**src/hw/rtl/mssd_pkg.sv**
```systemverilog
`default_nettype none
// ----------------------------------------------------------------------------
// mssd_pkg
// Types and constants for the multiplexed seven-segment seconds display core.
// ----------------------------------------------------------------------------
package mssd_pkg;

  typedef enum logic {
    FUNC_TICK = 1'b0,
    FUNC_SET  = 1'b1
  } func_e;

  typedef struct packed {
    func_e       func;
    logic [15:0] new_value;
  } mssd_in_t;

  typedef struct packed {
    logic [6:0]  segments;
    logic [1:0]  digit_index;
    logic [13:0] shown_number;
  } mssd_out_t;

  localparam logic [13:0] MaxShown   = 14'd9999;
  localparam logic [15:0] TicksReset = 16'd1000;

  localparam logic [1:0] PosThousands = 2'd0;
  localparam logic [1:0] PosHundreds  = 2'd1;
  localparam logic [1:0] PosTens      = 2'd2;
  localparam logic [1:0] PosUnits     = 2'd3;

  // ceil(2^24 / d); exact quotient for every dividend up to 9999
  localparam int unsigned RecipShift = 24;
  localparam logic [20:0] Recip1000  = 21'd16778;
  localparam logic [20:0] Recip100   = 21'd167773;
  localparam logic [20:0] Recip10    = 21'd1677722;

  // active-high a..g, bit0 = a
  function automatic logic [6:0] seg_of(input logic [3:0] digit);
    logic [6:0] seg;
    case (digit)
      4'd0:    seg = 7'h3F;
      4'd1:    seg = 7'h06;
      4'd2:    seg = 7'h5B;
      4'd3:    seg = 7'h4F;
      4'd4:    seg = 7'h66;
      4'd5:    seg = 7'h6D;
      4'd6:    seg = 7'h7D;
      4'd7:    seg = 7'h07;
      4'd8:    seg = 7'h7F;
      4'd9:    seg = 7'h6F;
      default: seg = 7'h00;
    endcase
    return seg;
  endfunction

endpackage
`default_nettype wire

```
**src/hw/rtl/muxed_seven_segment_seconds_display_core.sv**
```systemverilog
`default_nettype none
// ----------------------------------------------------------------------------
// muxed_seven_segment_seconds_display_core
// A tick transaction's result is registered in stage 1 and then in the output register.
// One transaction per cycle while the output is not stalled; set transactions give no result.
// The pipeline is built around the two reciprocal multiplies (quotient, then digit).
// Reset clears counters, shown value and pipeline; ticks_per_count returns to 1000.
// ----------------------------------------------------------------------------
module muxed_seven_segment_seconds_display_core
  import mssd_pkg::*;
(
  input  wire logic      clk_i,
  input  wire logic      rst_ni,
  input  wire logic      in_valid_i,
  output logic           in_ready_o,
  input  wire mssd_in_t  in_data_i,
  output logic           out_valid_o,
  input  wire logic      out_ready_i,
  output mssd_out_t      out_data_o,
  input  wire logic      cfg_we_i,
  input  wire logic [15:0] cfg_wdata_i
);

  logic [15:0] tpc_q;
  logic [13:0] shown_q, shown_d;
  logic [1:0]  pos_q, pos_d;
  logic [15:0] cnt_q, cnt_d;

  logic        s1_valid_q, s1_valid_d;
  logic [13:0] s1_quot_q, s1_quot_d;
  logic [1:0]  s1_pos_q;
  logic [13:0] s1_shown_q;

  logic        out_valid_q, out_valid_d;
  mssd_out_t   out_q, out_d;

  logic adv_out, adv_s1, in_fire, tick_fire, set_fire;

  assign adv_out   = !out_valid_q || out_ready_i;
  assign adv_s1    = !s1_valid_q || adv_out;
  assign in_ready_o = adv_s1;
  assign in_fire   = in_valid_i && adv_s1;
  assign tick_fire = in_fire && (in_data_i.func == FUNC_TICK);
  assign set_fire  = in_fire && (in_data_i.func == FUNC_SET);

  // state update
  logic [15:0] cnt_inc;
  logic        roll;
  always_comb begin
    cnt_inc = cnt_q + 16'd1;
    roll    = (cnt_inc >= tpc_q) || (cnt_inc == 16'd0);
    shown_d = shown_q;
    pos_d   = pos_q;
    cnt_d   = cnt_q;
    if (set_fire) begin
      shown_d = (in_data_i.new_value > {2'b00, MaxShown}) ? MaxShown
                                                          : in_data_i.new_value[13:0];
    end else if (tick_fire) begin
      pos_d = pos_q + 2'd1;
      if (roll) begin
        cnt_d   = 16'd0;
        shown_d = (shown_q >= MaxShown) ? 14'd0 : shown_q + 14'd1;
      end else begin
        cnt_d = cnt_inc;
      end
    end
  end

  // stage 1: quotient by the place value of the current digit
  logic [20:0] recip1;
  logic [34:0] prod1;
  always_comb begin
    case (pos_q)
      PosThousands: recip1 = Recip1000;
      PosHundreds:  recip1 = Recip100;
      PosTens:      recip1 = Recip10;
      default:      recip1 = 21'd0;
    endcase
    prod1 = 35'(shown_q) * 35'(recip1);
    if (pos_q == PosUnits) begin
      s1_quot_d = shown_q;
    end else begin
      s1_quot_d = {3'b000, prod1[34:RecipShift]};
    end
    s1_valid_d = adv_s1 ? tick_fire : s1_valid_q;
  end

  // stage 2: quotient mod 10 and segment lookup
  logic [34:0] prod2;
  logic [10:0] q10;
  logic [13:0] q10x10;
  logic [13:0] rem;
  always_comb begin
    prod2  = 35'(s1_quot_q) * 35'(Recip10);
    q10    = prod2[34:RecipShift];
    q10x10 = {q10, 3'b000} + {2'b00, q10, 1'b0};
    rem    = s1_quot_q - q10x10;
    out_d.segments     = seg_of(rem[3:0]);
    out_d.digit_index  = s1_pos_q;
    out_d.shown_number = s1_shown_q;
    out_valid_d = adv_out ? s1_valid_q : out_valid_q;
  end

  always_ff @(posedge clk_i or negedge rst_ni) begin
    if (!rst_ni) begin
      tpc_q       <= TicksReset;
      shown_q     <= 14'd0;
      pos_q       <= 2'd0;
      cnt_q       <= 16'd0;
      s1_valid_q  <= 1'b0;
      out_valid_q <= 1'b0;
    end else begin
      if (cfg_we_i) begin
        tpc_q <= cfg_wdata_i;
      end
      shown_q     <= shown_d;
      pos_q       <= pos_d;
      cnt_q       <= cnt_d;
      s1_valid_q  <= s1_valid_d;
      out_valid_q <= out_valid_d;
    end
  end

  always_ff @(posedge clk_i) begin
    if (adv_s1 && tick_fire) begin
      s1_quot_q  <= s1_quot_d;
      s1_pos_q   <= pos_q;
      s1_shown_q <= shown_q;
    end
    if (adv_out && s1_valid_q) begin
      out_q <= out_d;
    end
  end

  assign out_valid_o = out_valid_q;
  assign out_data_o  = out_q;

  // assertions
  a_shown_range : assert property (@(posedge clk_i) disable iff (!rst_ni)
    shown_q <= MaxShown) else $error("shown value out of range");

  a_set_no_result : assert property (@(posedge clk_i) disable iff (!rst_ni)
    set_fire |=> !s1_valid_q) else $error("set transaction launched a result");

  a_pos_step : assert property (@(posedge clk_i) disable iff (!rst_ni)
    tick_fire |=> pos_q == $past(pos_q) + 2'd1) else $error("digit position did not step");

  a_s1_hold : assert property (@(posedge clk_i) disable iff (!rst_ni)
    (s1_valid_q && !adv_out) |=> s1_valid_q && $stable(s1_quot_q) && $stable(s1_pos_q))
    else $error("stage 1 lost data under stall");

  a_out_digit : assert property (@(posedge clk_i) disable iff (!rst_ni)
    out_valid_q |-> out_q.segments != 7'h00) else $error("digit out of decimal range");

endmodule
`default_nettype wire
```
**config.mk**
```make
export PLATFORM = sky130hd
export DESIGN_NAME = muxed_seven_segment_seconds_display_core
export DESIGN_NICKNAME = d
export VERILOG_FILES = /design/src/hw/rtl/mssd_pkg.sv /design/src/hw/rtl/muxed_seven_segment_seconds_display_core.sv
export SDC_FILE = /design/constraint.sdc
export NUM_CORES = 1
export LEC_CHECK = 0
export BUFFER_PORTS_ARGS = -buffer_cell sky130_fd_sc_hd__buf_2
export CORE_ASPECT_RATIO = 0.5
export CORE_MARGIN = 2
export CORE_UTILIZATION = 40
export CTS_BUF_LIST = sky130_fd_sc_hd__clkbuf_2
export DETAILED_ROUTE_END_ITERATION = 6
export GPL_ROUTABILITY_DRIVEN = 0
export PLACE_DENSITY_LB_ADDON = 0.05
export SLEW_MARGIN = 20
export SYNTH_ARGS = -nofsm -noshare
export SYNTH_HDL_FRONTEND = slang
export SYNTH_SLANG_ARGS = --single-unit
```
**constraint.sdc**
```tcl
create_clock -name clk_i -period 6.4 [get_ports clk_i]
set_input_delay 0.32 -clock clk_i [delete_from_list [all_inputs] [get_ports clk_i]]
set_output_delay 0.32 -clock clk_i [all_outputs]
set_load 0.03 [all_outputs]
```
== Word-level counts from Yosys, hierarchy flattened ==
Memory sizes are Yosys's and may differ from the RTL's. A register that Yosys moved wholly into a read port is not among the register bits.
Index checks and enable logic that the tools add are counted.

* Multiply operators: 2
* Muxes and demuxes: 8
* Div/mod/pow operators: 0
* Reduce and logical (&&, ||, !) cells: 16
* Shifts and indexed selects: 0
* Add/sub/neg operators: 5
* Bitwise gates (word level): 2
* Equality and inequality tests: 3
* Magnitude comparators: 3

{| class="wikitable"
|+ Operators by type and width
! cell !! count
|-
| $mux 14 || 5
|-
| $pmux 21 s3 || 1
|-
| $mul 14x21->35 || 1
|-
| $mul 14x20->26 const B || 1
|-
| $add 16x1->16 const B || 1
|-
| $ge 16x16->1 || 1
|-
| $gt 16x14->1 const B || 1
|-
| $logic_not 16->1 || 1
|-
| $mux 16 || 1
|-
| $add 14x1->14 const B || 1
|-
| $ge 14x14->1 const B || 1
|-
| $mux 11 || 1
|-
| $logic_and 1x1->1 || 5
|-
| $add 4x4->4 || 1
|-
| $eq 2x2->1 const B || 2
|-
| $reduce_and 2->1 || 2
|-
| $reduce_bool 2->1 || 2
|-
| $sub 4x4->4 || 1
|-
| $logic_or 1x1->1 || 3
|-
| $add 2x1->2 const B || 1
|-
| $eq 2x1->1 const B || 1
|-
| $logic_not 1->1 || 2
|-
| $logic_not 2->1 || 1
|-
| $not 1->1 || 2
|}

* Output and inout port bits: 25
* Memory bits (writable): 0
* Bits of input ports: 38
* Bits in read-only memories: 112
* Word-level logic and storage cells: 52
* Bits in latches: 0
* Flip-flop bits (word level): 96
* Memories kept: 1

{| class="wikitable"
|+ Memory list
! memory !! depth !! bits a word !! read ports !! clocked after Yosys merged registers in !! write ports !! line !! source
|-
| (no name shown) || 16 || 7 || 1 || 1 || 0 || mssd_pkg.sv:41 || <nowiki>case (digit)</nowiki>
|}

== Logic depth before layout (Yosys ltp) ==
Gate-level depths: netlist of run 1.

* Depth after elaboration: 7
* Gate-level depth with buffers: 29
* Mapped depth without buffers: 29

== Worst setup path after synthesis of run 1 ==
No wires, ideal clock.

* Path kind: flip-flop to flip-flop
* Start point: register pos_q[0]
* End point: register s1_quot_q[10] (data pin)
* Period minus slack after synthesis: 6.761 ns
* Setup time: 0.260 ns
* Stages on the path, launching flop included: 25
* Slack: -0.361 ns
* Data required time: 6.140 ns
* Buffers on the path: 2
* Arrival: 6.501 ns
* Cell sequence: dfrtp_1 > clkbuf_1 > inv_1 > ha_1 > clkbuf_1 > nand2_1 > inv_1 > fa_1 > fa_1 > fa_1 > fa_1 > fa_1 > inv_1 > fa_1 > inv_1 > ha_1 > nand3_1 > nor4_1 > o21ai_0 > o211ai_1 > a41oi_2 > a21oi_1 > a21oi_1 > xnor2_1 > mux2_2

* Longest elaborated chain between the ends: 4
* Elaborated cells on any way between the ends: 7
* Classes of those cells: mul (1); eq/ne (3); mux (2); reduce/logical (1)

{| class="wikitable"
|+ RTL lines
! element !! line !! source
|-
| start, declared || muxed_seven_segment_seconds_display_core.sv:26 || <nowiki>logic [1:0] pos_q, pos_d;</nowiki>
|-
| start signal, assigned || muxed_seven_segment_seconds_display_core.sv:117 || <nowiki>pos_q <= pos_d;</nowiki>
|-
| $eq 2x2->1, or another cell as far along || muxed_seven_segment_seconds_display_core.sv:73 || <nowiki>case (pos_q)</nowiki>
|-
| $pmux 21 s3 || muxed_seven_segment_seconds_display_core.sv:73 ||
|-
| $mul 14x21->35 || muxed_seven_segment_seconds_display_core.sv:79 || <nowiki>prod1 = 35'(shown_q) * 35'(recip1);</nowiki>
|-
| $mux 11 (*) || muxed_seven_segment_seconds_display_core.sv:80 || <nowiki>if (pos_q == PosUnits) begin</nowiki>
|-
| net s1_quot_d[10] || muxed_seven_segment_seconds_display_core.sv:30 || <nowiki>logic [13:0] s1_quot_q, s1_quot_d;</nowiki>
|-
| end signal, assigned || muxed_seven_segment_seconds_display_core.sv:126 || <nowiki>s1_quot_q <= s1_quot_d;</nowiki>
|-
| end, declared || muxed_seven_segment_seconds_display_core.sv:30 ||
|}

The timed path passes the listed nets; every way through them passes the cells marked *.
A chain may end at the register's enable or synchronous reset.

== Final worst setup path of run 1 ==
* Start point: register s1_quot_q[13]
* End point: register, netlist name out_data_o[16]

* Longest elaborated chain between the ends: 3

{| class="wikitable"
|+ RTL lines
! element !! line !! source
|-
| $mul 14x20->26 || muxed_seven_segment_seconds_display_core.sv:94 || <nowiki>prod2 = 35'(s1_quot_q) * 35'(Recip10);</nowiki>
|-
| $add 4x4->4 || muxed_seven_segment_seconds_display_core.sv:96 || <nowiki>q10x10 = {q10, 3'b000} + {2'b00, q10, 1'b0};</nowiki>
|-
| $sub 4x4->4 || muxed_seven_segment_seconds_display_core.sv:97 || <nowiki>rem = s1_quot_q - q10x10;</nowiki>
|}

No other way between the ends.

==> results.cfg, run 1 <==
[clock_tree]
clkTransAtPathRegs_ns = 0.29
insertion_delay_ns = 0.61
clock-sinks = 103
clockBufferDepth = 2
root_buffer = clkbuf_2
h-tree-depth = 3
cts_tree = built
cts_buffers = 9

[logic_synthesis]
yosys-top-cells-count = inv_1, ha_1, fa_1
syn_inst = 1545
yosys.area.top_type = fa_1
synth-edff-count = 53
synthArstFlopShare = 0.485
synth_flop_cell = edfxtp_1
syn_area_mm2 = 0.0154
ys_seq_area_frac = 0.184
syn_avg_cell_area_um2 = 10.0
synthTopCellsByArea = fa_1, ha_1, edfxtp_1
ys_seq_elements = 103
yosysWarnings = 0
yosysMostFrequentCell = inv_1
synth.distinct_cells = 72
synth_nets = 2060
synth_top_area_frac = 0.301

[status]
outcome = finished with violations
failed_checks = negative setup slack

[setup_path]
critPathMostFrequentCell = fa_1
crit_arrival_ns = 7.02
critPathLaunchType = flop
cp_max_fo = 6
max_stage_delay_ns = 0.52
path_buf_inv = 4
critical-path-top-delay-family = adder cells
end_kind = flop
slowest_stage = fa_1
worstSetupPathType = flop to flop
worstPathRequired_ns = 6.78

[grt]
grt_pass1_vias = 12200
grt_max_degree = 35
grt.overflow.total = 0
antenna_found_initial = 1
grt_pass1_wl_um = 66100
grtUsageTotal = 0.213

[hold_path]
min_path_type = primary input to flop

[timing]
finalWorstSetupSlack_ns = -0.237
post-route-period-util = 1.04
setup_viol = 12
hold-worst-slack_ns = 0.0768
drv_slew = 0
rsz0062_at_grt = true
max_freq_ghz = 0.151
period_needed_ns = 6.64
tightest_slew_ns = 0.846
relSlewSlack = 0.436
finClkSkew_ns = 0.0615
hold_violations = 0

[floorplan]
start_util = 0.410
placementRows = 50
die_w_um = 282
io_pins = 63
die_area_mm2 = 0.0403
die_h_um = 143
core_area_mm2 = 0.0377

[finish]
fill_cells = 3474
utilization = 0.504
final_nets = 2332
area_delta_synth_final_pct = 23.2
regArea_mm2 = 0.00285
drive_gt1_frac = 0.255
multiInputGateArea_mm2 = 0.0118

[detailed_routing]
post_drt_wl_per_cell_um = 17.3
num_vias = 11300
drt-pass1-iter-count = 5
vias_per_cell = 4.83
ant_nets = 0
drt-initial-drc-count = 503
routed_wirelength_um = 40700
drcViolationCount = 0

[placed_design]
numPortBuffers = 62
hpwl_um = 34800
place_ws_ns = -0.445

[job]
drv_cap = 0
layer usage:
metal  GRT usage  part of all wire  wire length [µm]  vias to the layer above
met5           0                 0                 0                        -
met4      0.0392             0.015               612                        0
met3      0.0244             0.031              1250                       31
met2       0.359              0.48             19300                      153
met1       0.299              0.48             19500                     5667
li1            -                 -                 -                     5468
flip-flops by register name, summed over array words and instances, names as in the netlist:
register,cells
out_data_o,23
cnt_q,16
tpc_q,16
s1_quot_q,14
s1_shown_q,14
shown_q,14
pos_q,2
s1_pos_q,2
out_valid_o,1
s1_valid_q,1
placed cells by master (no fill, tap or decap), types with 21 or more instances in the layout:
cell / count
and2_1: 24
buf_2: 62
buf_4: 201
dfrtp_1: 43
dlygate4sd3_1: 21
edfxtp_1: 53
fa_1: 216
ha_1: 222
inv_1: 350
nand2_1: 108
nor2_1: 33
o21ai_0: 43
o21ai_1: 31
xnor2_1: 26
cell type report:
cell class                      instances  share of cell area
Inverter                              374              0.0742
Sequential cell                       103               0.150
Timing Repair Buffer                  301               0.117
Antenna cell                            1            0.000132
Clock buffer                           11             0.00289
Multi-Input combinational cell       1028               0.618
Clock inverter                          5             0.00355
Tap cell                              520              0.0342
stage by stage:
stage          setup TNS [ns]  instance area [µm²]  cells
6_report                -1.86                19000   2343
3_3_place_gp            -3.88                17800   2276
5_1_grt                 -6.71                19000   2343
4_1_cts                 -1.91                18700   2338
2_1_floorplan               0                15600   1545
3_5_place_dp            -5.28                17800   2276
worst reg2reg max path: stages (launching register included):
cell	delay, ns
edfxtp_1	0.50
ha_4	0.29
inv_2	0.04
fa_2	0.49
fa_1	0.51
inv_2	0.05
fa_1	0.52
inv_1	0.05
fa_1	0.50
fa_1	0.42
ha_1	0.29
nand4_1	0.17
nor4_4	0.32
o21ai_2	0.10
nand4b_4	0.10
a21oi_2	0.06
xnor2_1	0.14
ha_2	0.20
xnor2_2	0.14
xnor2_2	0.15
xnor2_2	0.20
buf_4	0.18
a41oi_4	0.31
nand3_1	0.15
a211o_1	0.28
a31oi_1	0.21
a211oi_2	0.06
logic make-up (layout without fill, tap and decap cells):
logic type | count (synthesis) | count (layout) | synth area share
AOI/OAI and AO/OA | 189 | 189 | 0.0796
xor gates and xnor gates | 51 | 51 | 0.0322
adders and majority gates | 478 | 478 | 0.500
buffers and inverters | 414 | 691 | 0.101
DFF | 103 | 103 | 0.184
muxes | 3 | 3 | 0.00219
other | 0 | 1 | 0
and+or+nand+nor | 307 | 307 | 0.100
path summary, 6_finish.rpt:
kind / from / endpoint / slack [ns] / depth (start not counted)
worst max-delay path: s1_quot_q[13]$_SDFFCE_PN0P_ / out_data_o[16]$_DFFE_PP_ / -0.24 / 26
worst min-delay path: in_data_i[12] / shown_q[12]$_DFFE_PN0P_ / 0.08 / 3
worst max register to register: s1_quot_q[13]$_SDFFCE_PN0P_ / out_data_o[16]$_DFFE_PP_ / -0.24 / 26
worst min register to register: s1_shown_q[1]$_DFFE_PP_ / out_data_o[1]$_DFFE_PP_ / 0.47 / 0
max in group asynchronous: rst_ni / pos_q[0]$_DFFE_PN0P_ / 5.39 / 3
min in group asynchronous: rst_ni / tpc_q[14]$_DFFE_PN0P_ / 0.14 / 2
repair_timing:
| item | 4_1_cts | 5_1_grt |
|---|---|---|
| resized for setup | 110 | 65 |
| endpoints found under the setup margin | 18 | 18 |
| hold buffers | 20 | 1 |
| hold endpoints to repair | 37 | 1 |
| pin swaps | 110 | 66 |
| setup buffers | 27 | 5 |
Power of run 1 is left out: the tool's default activity adds up to more than one toggle a clock period on the data nets, which glitch-free logic cannot reach.
==> inputs of run 2 (changes only) <==
--- a/config.mk
+++ b/config.mk
@@ -17,3 +17,4 @@
 export SYNTH_ARGS = -nofsm -noshare
 export SYNTH_HDL_FRONTEND = slang
 export SYNTH_SLANG_ARGS = --single-unit
+export TNS_END_PERCENT = 30
==> run 2 against run 1 <==
The run still ends with negative setup slack left; register-to-register slack barely moved; non-clock buffer count decreased by 4; fmax barely moved; critical path type unchanged; die area did not move; sequential share of layout area is 0.21 points higher; final area is 1.4% lower; cell count fell by 0.13%; wire length shrank 0.81%; core utilization decreased by 0.71 points; highest routed layer unchanged; global-route usage fell by 0.073 points; setup slack gained 0.00098 ns.
==> results.cfg, run 2 (synthesis gave the netlist of run 1 again) <==
[finish]
final_cell_mix = inv_1, ha_1, fa_1
regArea_mm2 = 0.00285
final_nets = 2328
area_delta_synth_final_pct = 21.4
drive_gt1_frac = 0.231
multiInputGateArea_mm2 = 0.0115
fill_cells = 3505
mostFrequentLayoutCell = inv_1
largest_reg_flops = 23

[timing]
rsz0062_at_grt = true
drv_slew = 0
period_needed_ns = 6.64
max_freq_ghz = 0.151
hold_violations = 0
finalWorstSetupSlack_ns = -0.236
setup_viol = 14
tightest_slew_ns = 0.842
finClkSkew_ns = 0.0623
post-route-period-util = 1.04
relSlewSlack = 0.439

[detailed_routing]
ant_nets = 0
drcViolationCount = 0
post_drt_wl_per_cell_um = 17.2
drt-initial-drc-count = 527
vias_per_cell = 4.81
num_vias = 11200
routed_wirelength_um = 40300
drt-pass1-iter-count = 5

[grt]
antenna_found_initial = 1
grt_pass1_wl_um = 65900
grt_pass1_vias = 12200
grt.overflow.total = 0
grtUsageTotal = 0.213
grt_max_degree = 35

[floorplan]
io_pins = 63
start_util = 0.410
die_w_um = 282
placementRows = 50
die_h_um = 143
die_area_mm2 = 0.0403
core_area_mm2 = 0.0377

[clock_tree]
cts_tree = built
clkTransAtPathRegs_ns = 0.29
clock-sinks = 103
clockBufferDepth = 2
root_buffer = clkbuf_2
cts_buffers = 9
insertion_delay_ns = 0.61
h-tree-depth = 3

[setup_path]
worstPathRequired_ns = 6.78
cp_max_fo = 6
end_kind = flop
critPathMostFrequentCell = fa_1
worstSetupPathType = flop to flop
cp.depth = 26
r2r_cells = 26
critical-path-top-delay-family = adder cells
slowest_stage = fa_1
rrSetupSlack_ns = -0.24
crit_start = s1_quot_q[13]$_SDFFCE_PN0P_
max_stage_delay_ns = 0.52
path_buf_inv = 4
r2r-end = out_data_o[16]$_DFFE_PP_
critPathLaunchType = flop
r2r-start = s1_quot_q[13]$_SDFFCE_PN0P_
crit_arrival_ns = 7.01
setup.worst_path.end = out_data_o[16]$_DFFE_PP_

[hold_path]
min_path_type = primary input to flop

[job]
drv_cap = 0

[placed_design]
numPortBuffers = 62
hpwl_um = 34800
place_ws_ns = -0.445

[status]
outcome = finished with violations
failed_checks = negative setup slack
[run 2: cell type report]
class / instances / share of cell area
antenna: 2 / 0.000267
clock buffer: 11 / 0.00293
clock inverter: 5 / 0.00360
inverter: 374 / 0.0752
multi-input combinational: 1028 / 0.615
sequential: 103 / 0.152
tap: 520 / 0.0347
timing repair buffer: 297 / 0.116
[run 2: timing repair]
item | in CTS | in global routing
setup endpoints to repair | 18 | 18
buffers inserted | 25 | 1
resized for setup | 103 | 13
hold endpoints to repair | 37 | 1
hold buffers | 20 | 1
pin swaps | 108 | 23
[run 2: through the flow]
stage                     TNS [ns]  hold slack [ns]  utilization  std cells  area, µm²
after floorplan                  0           0.0244            -       1545      15600
after global placement       -3.88            0.288        0.471       2276      17800
after detailed placement     -5.28            0.294        0.471       2276      17800
after CTS                    -1.91           0.0179        0.495       2336      18700
after global routing         -7.28          0.00500        0.497       2340      18800
final                        -1.79           0.0793        0.497       2340      18800
[run 2: worst min-delay path by stage]
stage,startpoint,endpoint,slack (ns),cells after the start
CTS,in_data_i[7],shown_q[7]$_DFFE_PN0P_,0.02,3
finish,in_data_i[12],shown_q[12]$_DFFE_PN0P_,0.08,3
floorplan,rst_ni,cnt_q[0]$_DFFE_PN0P_,0.02,0
global route,in_data_i[12],shown_q[12]$_DFFE_PN0P_,0.005,3
detailed placement,rst_ni,cnt_q[5]$_DFFE_PN0P_,0.29,1
global placement,rst_ni,tpc_q[15]$_DFFE_PN0P_,0.29,1
[run 2: routing by layer]
layer / part of all wire / GRT usage / up-vias
met5: 0 / 0 / -
met4: 0.014 / 0.0392 / 0
met3: 0.034 / 0.0244 / 25
met2: 0.47 / 0.357 / 146
met1: 0.48 / 0.299 / 5614
li1: - / - / 5464
[run 2: worst reg2reg max path: stages, from the launching register on]
cell and delay [ns]:
edfxtp_1 0.50, ha_4 0.29, inv_2 0.04, fa_2 0.49
fa_1 0.51, inv_2 0.05, fa_1 0.52, inv_1 0.05
fa_1 0.50, fa_1 0.42, ha_1 0.29, nand4_1 0.17
nor4_4 0.32, o21ai_2 0.10, nand4b_4 0.10, a21oi_2 0.06
xnor2_1 0.14, ha_2 0.20, xnor2_2 0.14, xnor2_2 0.15
xnor2_2 0.20, buf_4 0.18, a41oi_4 0.31, nand3_1 0.15
a211o_1 0.28, a31oi_1 0.21, a211oi_2 0.06
Power of run 2 is left out for the same reason.
==> inputs of run 3 (changes only) <==
--- a/config.mk
+++ b/config.mk
@@ -5,7 +5,7 @@
 export SDC_FILE = /design/constraint.sdc
 export NUM_CORES = 1
 export LEC_CHECK = 0
-export BUFFER_PORTS_ARGS = -buffer_cell sky130_fd_sc_hd__buf_2
+export BUFFER_PORTS_ARGS = -buffer_cell sky130_fd_sc_hd__buf_4
 export CORE_ASPECT_RATIO = 0.5
 export CORE_MARGIN = 2
 export CORE_UTILIZATION = 40
==> run 3 against run 2 <==
The flow still finishes with violations (negative setup slack); sequential cell count is the same; global-route usage grew 0.80 points; first-iteration DRC count grew 9.1%; clock skew grew 0.036 ns; cell count grew 0.85%; fmax shrank 0.41%; clock-buffer cell count shrank 2; via count grew 1.4%; register-to-register slack lost 0.03 ns; worst hold slack lost 0.034 ns; setup slack lost 0.027 ns; wire length grew 3.2%; critical endpoint unchanged; highest routed layer unchanged.
==> results.cfg, run 3 (synthesis gave the netlist of run 1 again) <==
[timing]
setup_viol = 11
finalWorstSetupSlack_ns = -0.264
finClkSkew_ns = 0.0984
hold_violations = 0
drv_slew = 0
tightest_slew_ns = 0.860
rsz0062_at_grt = true
period_needed_ns = 6.66
post-route-period-util = 1.04
max_freq_ghz = 0.150
relSlewSlack = 0.427

[floorplan]
core_area_mm2 = 0.0377
die_w_um = 282
io_pins = 63
start_util = 0.410
placementRows = 50
die_area_mm2 = 0.0403
die_h_um = 143

[placed_design]
placed_cells = 2273
hpwl_um = 35100
numPortBuffers = 62
place_ws_ns = -0.445

[clock_tree]
insertion_delay_ns = 0.65
root_buffer = clkbuf_2
cts_buffers = 9
clkTransAtPathRegs_ns = 0.31
clock-sinks = 103
clockBufferDepth = 2
h-tree-depth = 3
cts_tree = built

[setup_path]
cp.depth = 28
path_buf_inv = 5
slowest_stage = fa_1
setup.worst_path.end = out_data_o[16]$_DFFE_PP_
worstPathRequired_ns = 6.80
r2r-start = s1_quot_q[7]$_DFFE_PP_
worstSetupPathType = flop to flop
critical-path-top-delay-family = adder cells
crit_arrival_ns = 7.06
r2r-end = out_data_o[16]$_DFFE_PP_
cp_max_fo = 5
max_stage_delay_ns = 0.55
r2r_cells = 28
crit_start = s1_quot_q[7]$_DFFE_PP_
rrSetupSlack_ns = -0.26
critPathLaunchType = flop
end_kind = flop

[detailed_routing]
met1_length_um = 20000
drcViolationCount = 0
dr_wl_met3_um = 1060
drt-pass1-iter-count = 4
num_vias = 11400
post_drt_wl_per_cell_um = 17.6
top_layer_used = met4
ant_nets = 0
routed_wirelength_um = 41600
vias_per_cell = 4.84
drt-initial-drc-count = 575
met2_length_um = 19800

[grt]
grt_max_degree = 51
grt_pass1_wl_um = 68500
grtUsageTotal = 0.221
grt_pass1_vias = 12700
grt.overflow.total = 0
antenna_found_initial = 1

[status]
outcome = finished with violations
failed_checks = negative setup slack

[finish]
drive_gt1_frac = 0.247
mostFrequentLayoutCell = inv_1
area_delta_synth_final_pct = 25.1
final_cell_mix = inv_1, buf_4, ha_1
final_nets = 2348
stdcell_count = 2360
largest_reg_flops = 23

[job]
drv_cap = 0

[hold_path]
min_from = cfg_we_i
min_path_type = primary input to flop
run 3: metrics by stage:
stage	setup TNS (ns)	hold WS, ns	utilization	area (µm²)
2_1_floorplan	0	0.0244	-	15600
3_5_place_dp	-4.80	0.405	0.475	17900
5_1_grt	-6.30	0.0166	0.512	19300
6_report	-1.49	0.0453	0.512	19300
4_1_cts	-1.18	0.00177	0.509	19200
3_3_place_gp	-3.26	0.402	0.475	17900
run 3: routing by layer:
metal | GRT usage | vias to the layer above
met5 | 0 | -
met4 | 0.0431 | 0
met3 | 0.0218 | 44
met2 | 0.372 | 126
met1 | 0.310 | 5742
li1 | - | 5500
run 3: how the worst min path moves through the flow:
stage / end / slack, ns / depth (start not counted)
after floorplan: cnt_q[0]$_DFFE_PN0P_ / 0.02 / 0
after global placement: tpc_q[2]$_DFFE_PN0P_ / 0.40 / 1
after detailed placement: tpc_q[2]$_DFFE_PN0P_ / 0.41 / 1
after CTS: tpc_q[2]$_DFFE_PN0P_ / 0.002 / 3
after global routing: tpc_q[11]$_DFFE_PN0P_ / 0.02 / 3
final: tpc_q[4]$_DFFE_PN0P_ / 0.05 / 2
run 3: layout make-up:
type	count	area, µm²
Clock inverter	7	55.1
Timing Repair Buffer	317	2590
Inverter	374	1410
Tap cell	520	651
Sequential cell	103	2850
Clock buffer	9	45.0
Multi-Input combinational cell	1028	11700
Antenna cell	2	5.00
Fill cell	3504	18400
run 3: repair_timing:
action                                  in CTS  in global routing
endpoints found under the hold margin       68                  0
pin swaps                                  119                 34
hold buffers                                40                  0
gates cloned                                 2                  0
buffers inserted                            25                  3
endpoints found under the setup margin      18                 18
resized for setup                          144                 25
run 3: worst register-to-register path: cells and delay by family, from the launching register on:
kind                     cells  cell delay (ns)
adder cells (fa/ha/maj)      8             3.20
flip-flops                   1             0.52
buffers and inverters        5             0.44
XOR/XNOR                     4             0.67
AO/OA/AOI/OAI                7             1.09
AND/OR/NAND/NOR              4             0.55
Power of run 3 is left out for the same reason.
